$ cat src/rtl/sss_pkg.sv
package sss_pkg;

	localparam int TARGET_DEPTH = 4;
	localparam int CNT_W        = $clog2(TARGET_DEPTH + 1);

	typedef logic signed [7:0] angle_t;
	typedef logic [CNT_W-1:0]  count_t;

	typedef struct packed {
		logic       opcode;
		logic       working_mode;
		logic [3:0] sensor_code;
		logic [9:0] pot_value;
	} cmd_t;

	typedef struct packed {
		logic [7:0] duty_value;
		logic [2:0] zone_lights;
		angle_t     angle_now;
		logic       busy_res;
		logic [2:0] speed_now;
	} res_t;

	localparam logic OP_TICK    = 1'b0;
	localparam logic OP_COMMAND = 1'b1;

	localparam logic [3:0] SENSOR_LEFT         = 4'h9;
	localparam logic [3:0] SENSOR_CENTER       = 4'hA;
	localparam logic [3:0] SENSOR_LEFT_CENTER  = 4'hB;
	localparam logic [3:0] SENSOR_RIGHT        = 4'hC;
	localparam logic [3:0] SENSOR_SWEEP_A      = 4'hD;
	localparam logic [3:0] SENSOR_CENTER_RIGHT = 4'hE;
	localparam logic [3:0] SENSOR_SWEEP_B      = 4'hF;

	localparam angle_t ANGLE_MIN = -8'sd90;
	localparam angle_t ANGLE_MID = 8'sd0;
	localparam angle_t ANGLE_MAX = 8'sd90;
	localparam angle_t ZONE_EDGE = 8'sd45;

	localparam logic [2:0] SPEED_RESET = 3'd5;
	localparam logic [2:0] SPAN_BASE   = 3'd6;

	localparam logic [7:0]  DUTY_CENTER = 8'd187;
	// 31/45 scaled by 2^20, exact for magnitudes up to 90
	localparam logic [19:0] DUTY_RECIP  = 20'd722362;
	localparam int          DUTY_SHIFT  = 20;

	// 18/5 scaled by 2^10, exact for indexes up to 50
	localparam logic [11:0] IDX_RECIP = 12'd3690;
	localparam int          IDX_SHIFT = 10;

	localparam logic [10:0] POT_FULL = 11'd1023;

	// x / 1023 for x below 1023 * 64
	function automatic logic [5:0] div_1023(input logic [15:0] x);
		logic [5:0]  q0;
		logic [10:0] r;
		q0 = x[15:10];
		r  = {1'b0, x[9:0]} + {5'd0, q0};
		return q0 + 6'((r >= POT_FULL) ? 1 : 0);
	endfunction

	function automatic angle_t idle_target(input logic [5:0] idx);
		logic [17:0] p;
		logic [8:0]  t;
		p = 18'(idx) * 18'(IDX_RECIP);
		t = {1'b0, p[IDX_SHIFT +: 8]};
		return angle_t'($signed(t) - 9'sd90);
	endfunction

	function automatic logic [7:0] duty_of(input angle_t a);
		logic [6:0]  mag;
		logic [26:0] prod;
		logic [7:0]  q;
		mag  = a[7] ? 7'(-a) : a[6:0];
		prod = 27'(mag) * 27'(DUTY_RECIP);
		q    = {1'b0, prod[DUTY_SHIFT +: 7]};
		return a[7] ? DUTY_CENTER - q : DUTY_CENTER + q;
	endfunction

	function automatic logic [2:0] zone_of(input angle_t a);
		logic [2:0] z;
		z[0] = (a <= ANGLE_MID);
		z[1] = (a > -ZONE_EDGE) && (a <= ZONE_EDGE);
		z[2] = (a > ANGLE_MID);
		return z;
	endfunction

endpackage

$ cat src/rtl/servo_sweep_sequencer.sv
// channel | dir | handshake             | payload
// cmd     | in  | cmd_valid / cmd_ready | sss_pkg::cmd_t (tick or command sample)
// res     | out | res_valid / res_ready | sss_pkg::res_t (one per cmd transaction)
//
// One transaction per cycle unless res stalls; cmd goes via input and result regs.
// Potentiometer scaling is done ahead of the input register, the step, target
// drop and duty math between the input register and the result register.
// arst_n clears control state; the target list holds no reset value.
// A stalled res holds the input register and drops cmd_ready once it is full.
module servo_sweep_sequencer (
	input  logic          clk,
	input  logic          arst_n,
	input  logic          cmd_valid,
	output logic          cmd_ready,
	input  sss_pkg::cmd_t cmd,
	output logic          res_valid,
	input  logic          res_ready,
	output sss_pkg::res_t res
);

	logic       valid_s1;
	logic       op_s1;
	logic       wm_s1;
	logic [3:0] code_s1;
	logic [2:0] speed_s1;
	logic [5:0] idx_s1;

	logic [5:0] speed_cmd;
	logic [5:0] idx_cmd;
	logic       adv;

	sss_pkg::angle_t angle_q;
	sss_pkg::angle_t tgt_q [sss_pkg::TARGET_DEPTH];
	sss_pkg::count_t count_q;
	logic [2:0]      speed_q;
	logic [2:0]      ticks_q;
	logic [7:0]      duty_q;
	logic [2:0]      light_q;

	sss_pkg::angle_t angle_n;
	sss_pkg::angle_t tgt_n   [sss_pkg::TARGET_DEPTH];
	sss_pkg::angle_t list_pre[sss_pkg::TARGET_DEPTH];
	sss_pkg::count_t cnt_pre;
	sss_pkg::count_t drop_k;
	sss_pkg::count_t count_n;
	logic [2:0]      speed_n;
	logic [2:0]      ticks_n;
	logic [2:0]      tick_inc;
	logic [7:0]      duty_n;
	logic [2:0]      light_n;
	logic            run;
	sss_pkg::res_t   res_n;

	assign speed_cmd = sss_pkg::div_1023(16'(cmd.pot_value) * 16'd5);
	assign idx_cmd   = sss_pkg::div_1023(16'(cmd.pot_value) * 16'd50);

	assign adv       = valid_s1 && (!res_valid || res_ready);
	assign cmd_ready = !valid_s1 || adv;

	always_ff @(posedge clk or negedge arst_n) begin
		if (!arst_n) begin
			valid_s1 <= 1'b0;
		end else if (cmd_ready) begin
			valid_s1 <= cmd_valid;
		end
	end

	always_ff @(posedge clk) begin
		if (cmd_ready && cmd_valid) begin
			op_s1    <= cmd.opcode;
			wm_s1    <= cmd.working_mode;
			code_s1  <= cmd.sensor_code;
			speed_s1 <= speed_cmd[2:0];
			idx_s1   <= idx_cmd;
		end
	end

	always_comb begin
		angle_n  = angle_q;
		speed_n  = speed_q;
		ticks_n  = ticks_q;
		duty_n   = duty_q;
		light_n  = light_q;
		list_pre = tgt_q;
		cnt_pre  = count_q;
		tick_inc = ticks_q + 3'd1;

		if (op_s1 == sss_pkg::OP_COMMAND) begin
			if (count_q == '0) begin
				if (wm_s1) begin
					speed_n = speed_s1;
					unique case (code_s1)
						sss_pkg::SENSOR_LEFT: begin
							list_pre[0] = sss_pkg::ANGLE_MIN;
							cnt_pre     = sss_pkg::count_t'(1);
						end
						sss_pkg::SENSOR_CENTER: begin
							list_pre[0] = sss_pkg::ANGLE_MID;
							cnt_pre     = sss_pkg::count_t'(1);
						end
						sss_pkg::SENSOR_RIGHT: begin
							list_pre[0] = sss_pkg::ANGLE_MAX;
							cnt_pre     = sss_pkg::count_t'(1);
						end
						sss_pkg::SENSOR_LEFT_CENTER: begin
							list_pre[0] = sss_pkg::ANGLE_MIN;
							list_pre[1] = sss_pkg::ANGLE_MID;
							cnt_pre     = sss_pkg::count_t'(2);
						end
						sss_pkg::SENSOR_CENTER_RIGHT: begin
							list_pre[0] = sss_pkg::ANGLE_MID;
							list_pre[1] = sss_pkg::ANGLE_MAX;
							cnt_pre     = sss_pkg::count_t'(2);
						end
						sss_pkg::SENSOR_SWEEP_A, sss_pkg::SENSOR_SWEEP_B: begin
							list_pre[0] = sss_pkg::ANGLE_MIN;
							list_pre[1] = sss_pkg::ANGLE_MID;
							list_pre[2] = sss_pkg::ANGLE_MID;
							list_pre[3] = sss_pkg::ANGLE_MAX;
							cnt_pre     = sss_pkg::count_t'(4);
						end
						default: begin
						end
					endcase
				end else begin
					list_pre[0] = sss_pkg::idle_target(idx_s1);
					cnt_pre     = sss_pkg::count_t'(1);
				end
				if (cnt_pre != '0) begin
					ticks_n = 3'd0;
				end
			end
		end else if (count_q != '0) begin
			if (ticks_q == 3'd0) begin
				duty_n  = sss_pkg::duty_of(angle_q);
				light_n = sss_pkg::zone_of(angle_q);
			end
			if (tick_inc >= sss_pkg::SPAN_BASE - speed_q) begin
				ticks_n = 3'd0;
				if (angle_q < tgt_q[0]) begin
					angle_n = angle_q + 8'sd1;
				end else if (angle_q > tgt_q[0]) begin
					angle_n = angle_q - 8'sd1;
				end
			end else begin
				ticks_n = tick_inc;
			end
		end

		// drop leading targets already reached
		drop_k = '0;
		run    = 1'b1;
		for (int j = 0; j < sss_pkg::TARGET_DEPTH; j++) begin
			if (run && (sss_pkg::count_t'(j) < cnt_pre) && (list_pre[j] == angle_n)) begin
				drop_k = drop_k + sss_pkg::count_t'(1);
			end else begin
				run = 1'b0;
			end
		end
		count_n = cnt_pre - drop_k;

		tgt_n = list_pre;
		for (int j = 0; j < sss_pkg::TARGET_DEPTH; j++) begin
			for (int m = 0; m < sss_pkg::TARGET_DEPTH; m++) begin
				if (m >= j && sss_pkg::count_t'(m - j) == drop_k) begin
					tgt_n[j] = list_pre[m];
				end
			end
		end

		res_n.duty_value  = duty_n;
		res_n.zone_lights = light_n;
		res_n.angle_now   = angle_n;
		res_n.busy_res    = (count_n != '0);
		res_n.speed_now   = speed_n;
	end

	always_ff @(posedge clk or negedge arst_n) begin
		if (!arst_n) begin
			angle_q   <= sss_pkg::ANGLE_MIN;
			count_q   <= '0;
			speed_q   <= sss_pkg::SPEED_RESET;
			ticks_q   <= 3'd0;
			duty_q    <= 8'd0;
			light_q   <= 3'd0;
			res_valid <= 1'b0;
		end else begin
			if (adv) begin
				angle_q   <= angle_n;
				count_q   <= count_n;
				speed_q   <= speed_n;
				ticks_q   <= ticks_n;
				duty_q    <= duty_n;
				light_q   <= light_n;
				res_valid <= 1'b1;
			end else if (res_ready) begin
				res_valid <= 1'b0;
			end
		end
	end

	always_ff @(posedge clk) begin
		if (adv) begin
			tgt_q <= tgt_n;
			res   <= res_n;
		end
	end

endmodule

$ cat config.mk
export PLATFORM = sky130hd
export DESIGN_NAME = servo_sweep_sequencer
export DESIGN_NICKNAME = d
export VERILOG_FILES = /design/src/rtl/sss_pkg.sv /design/src/rtl/servo_sweep_sequencer.sv
export SDC_FILE = /design/constraint.sdc
export NUM_CORES = 1
export LEC_CHECK = 0
export BUFFER_PORTS_ARGS = -buffer_cell sky130_fd_sc_hd__buf_2
export CORE_MARGIN = 2
export CORE_UTILIZATION = 27
export CTS_CLUSTER_DIAMETER = 120
export CTS_CLUSTER_SIZE = 24
export DETAILED_ROUTE_END_ITERATION = 8
export HOLD_SLACK_MARGIN = 0.03
export SYNTH_ARGS = -nofsm -noshare
export SYNTH_HDL_FRONTEND = slang
export SYNTH_SLANG_ARGS = --single-unit
export TNS_END_PERCENT = 100
$ cat constraint.sdc
create_clock -name clk -period 23.5 [get_ports clk]
set_input_delay 3.525 -clock clk [delete_from_list [all_inputs] [get_ports clk]]
set_output_delay 3.525 -clock clk [all_outputs]
set_load 0.005 [all_outputs]
==> impl_results.md <==
- Status: finished clean
- Synth Net Count: 1410
- Ys Warns: 0
- Post-Route Skew: 15.60 ps
- Min-delay worst type: reg -> reg
- Final Hold Viols: 0
- H-tree levels: 3
- Maximum fanout along the worst path: 35
- GR Util All Layers: 12.90%
- RSZ-0062 raised after global routing: false
- Placement Setup Slack: 14440 ps
- Crit path DAT: 9220 ps
- Vias per cell: 4.876
- Yosys top cell by area: ha_1
- Cell Area, Synth: 10930 um2
- Fin nets: 1444
- Post-synth EDFFs: 70
- Layout filler cell count: 4204
- Post-CTS Setup Bufs: 0
- Most frequent cells in the layout: ha_1 (181), inv_1 (123), nand2_1 (109), o21ai_0 (70), edfxtp_1 (70)
- Synth top area cells: ha_1 (21%), edfxtp_1 (19%), fa_1 (7.3%), dfrtp_1 (5.5%), xnor2_1 (4.5%)
- Antenna violation net count after detailed routing: 0
- Die W: 205.2 um
- Initial antenna violation count: 0
- Max Fclk: 0.1113 GHz
- Final setup viols: 0
- CTS root buffer: clkbuf_16
- Top cell type's share of synthesized area: 20.72%
- CP Capture Type: flip-flop
- CTS tree: yes
- Post-CTS sizing: 0
- DRC Markers: 0
- Final Cycle Share: 38.25%
- DRT iter0 DRCs: 491
- Core Box Area: 39820 um2
- Post-Synthesis Cells: 1169
- Max-slew violations: 0
- Critical path type: reg -> reg
- DP Wirelength: 20460 um
- Total Neg Setup Slack: 0 ps
- Clock latency on the worst-skew pair: 380 ps
- Placer's final routability congestion estimate: 0.8698
- Antenna diodes: 0
- Gr ovfl total: 0
- Maximum number of pins on one net before global-route repair: 72
- Total wire length: 25740 um
- Post-CTS Hold Buffers: 0
- Seq/Total Area, Yosys: 26.17%
- Design area: 12020 um2
- Distinct cell type count after synthesis: 81
- Commonest non-fill, non-tap cell in the layout: ha_1
- Worst path most repeated cell: ha_1
- CTS sink cnt: 100
- CP Data Required Time: 23730 ps
- Worst-margin pin slew: 1083 ps
- First-pass GRT wire length: 43300 um
- Critical path startpoint category: flip-flop
- DP Area: 11730 um2
- Setup slack, reg-to-reg: 14510 ps
- Boundary Pins: 45
- FF+latch count, synth: 100
- Most used DFF post-synth: edfxtp_1
- Max-cap violations: 0
- Vias in the first global route: 8676
- Post-synth ARST share: 30.00%
- Iteration count of the initial detailed-routing pass: 5
- DR WL/cell: 14.86 um
- Starting Density: 27.45%
- CP max stage cell: a41oi_4
- Std cell rows: 73
- Die ar.: 42110 um2
- Clock-pin slew of the registers on the worst-case setup and hold paths: 80 ps
- Longest Clk Path Bufs: 2
- Avg Synthesized Cell Area: 9.350 um2
- Worst rel slew slack: 27.55%
- DR vias: 8450
- Final setup margin: 14510 ps
- Area growth, synth to finish: 9.936%
- Share of cells above drive strength 1: 8.030%
- Slowest stage delay, CP: 910 ps
- Port Buffer Count: 44
- Min Tclk post-route: 8988 ps
- Clock buffer count from CTS: 9
- Die Ht: 205.2 um
## logic make-up after synthesis
kind of cell | synth area share [%]
xor+xnor | 7.750
simple gates | 15.80
compound gates | 13.92
flops | 26.17
fa+ha+maj | 28.23
buf+inv | 5.678
mux | 2.461
## layout make-up
cell class | count | area, um2 | share of cell area [%]
tap | 525 | 656.9 | 5.466
multi-input combinational | 914 | 7450 | 62.00
timing repair buffer | 54 | 295.3 | 2.457
sequential | 100 | 2860 | 23.80
clock inverter | 7 | 62.56 | 0.5206
inverter | 124 | 466.7 | 3.884
clock buffer | 9 | 225.2 | 1.874
## synth_stat cells, types with 4 or more instances
master / n
o211ai_1: 4
ha_1: 181
nor4_1: 6
o21bai_1: 5
clkbuf_1: 17
and3_1: 12
nor3b_1: 6
nand2b_1: 23
mux2_2: 6
o22a_1: 4
nor4b_1: 5
a31oi_1: 10
o22ai_1: 4
a211oi_1: 4
dfstp_2: 6
o21ai_0: 70
mux2i_1: 19
o221ai_1: 4
nand4_1: 16
inv_1: 124
a32oi_1: 5
nand3_1: 27
or3_1: 7
nand3b_1: 5
fa_1: 40
o21a_1: 7
nor2b_1: 20
and2_1: 9
dfrtp_1: 24
buf_2: 7
edfxtp_1: 70
nor3_1: 16
nor2_1: 66
xnor2_1: 56
a21oi_1: 40
nand2_1: 109
xor2_1: 37
a21o_1: 22
a22oi_1: 6
## state kept, by name, indices dropped and copies added, names as in the netlist, 3 cells and up
register / flops
tgt_q: 32
res: 23
angle_q: 8
duty_q: 8
idx_s1: 6
code_s1: 4
count_q: 3
light_q: 3
speed_q: 3
speed_s1: 3
ticks_q: 3
## layer usage
layer  vias to the layer above  part of all wire (%)  routed length [um]  global-route usage (%)
li1                       4204                     -                   -                       -
met1                      4046                    48               12430                   17.44
met2                       162                    46               11780                   20.91
met3                        38                   4.1                1047                   2.186
met4                         0                   1.9                 485                   4.214
met5                         -                     0                   0                       0
## critical path, delay by kind of cell (launching register included)
kind                       cells  cell delay, ps
xor gates and xnor gates       3             530
adders and majority gates      6            2370
DFF                            1             550
buffers and inverters          2             160
and+or+nand+nor                8            1770
AOI/OAI and AO/OA             10            3460
## through the flow
stage / util, % / hold slack (ps) / cells
6_report: 30.17 / 486.5 / 1733
5_1_grt: 30.17 / 503.7 / 1733
4_1_cts: 30.17 / 488.3 / 1733
3_5_place_dp: 29.45 / 469.9 / 1717
3_3_place_gp: 29.45 / 458.4 / 1717
2_1_floorplan: - / 445.7 / 1169
## path summary, 6_finish.rpt
| path | startpoint | endpoint | cells after the start |
|---|---|---|---|
| setup / recovery | idx_s1[4] | tgt_q[31] | 29 |
| hold / removal | duty_q[3] | duty_q[3] | 2 |
| setup reg to reg | idx_s1[4] | tgt_q[31] | 29 |
| hold reg to reg | duty_q[3] | duty_q[3] | 2 |
| max in group asynchronous | arst_n | speed_q[1] | 1 |
| min in group asynchronous | arst_n | light_q[0] | 1 |
Power is not shown: default switching activity piles up to over one toggle a cycle in this logic, so the estimate is an artifact.
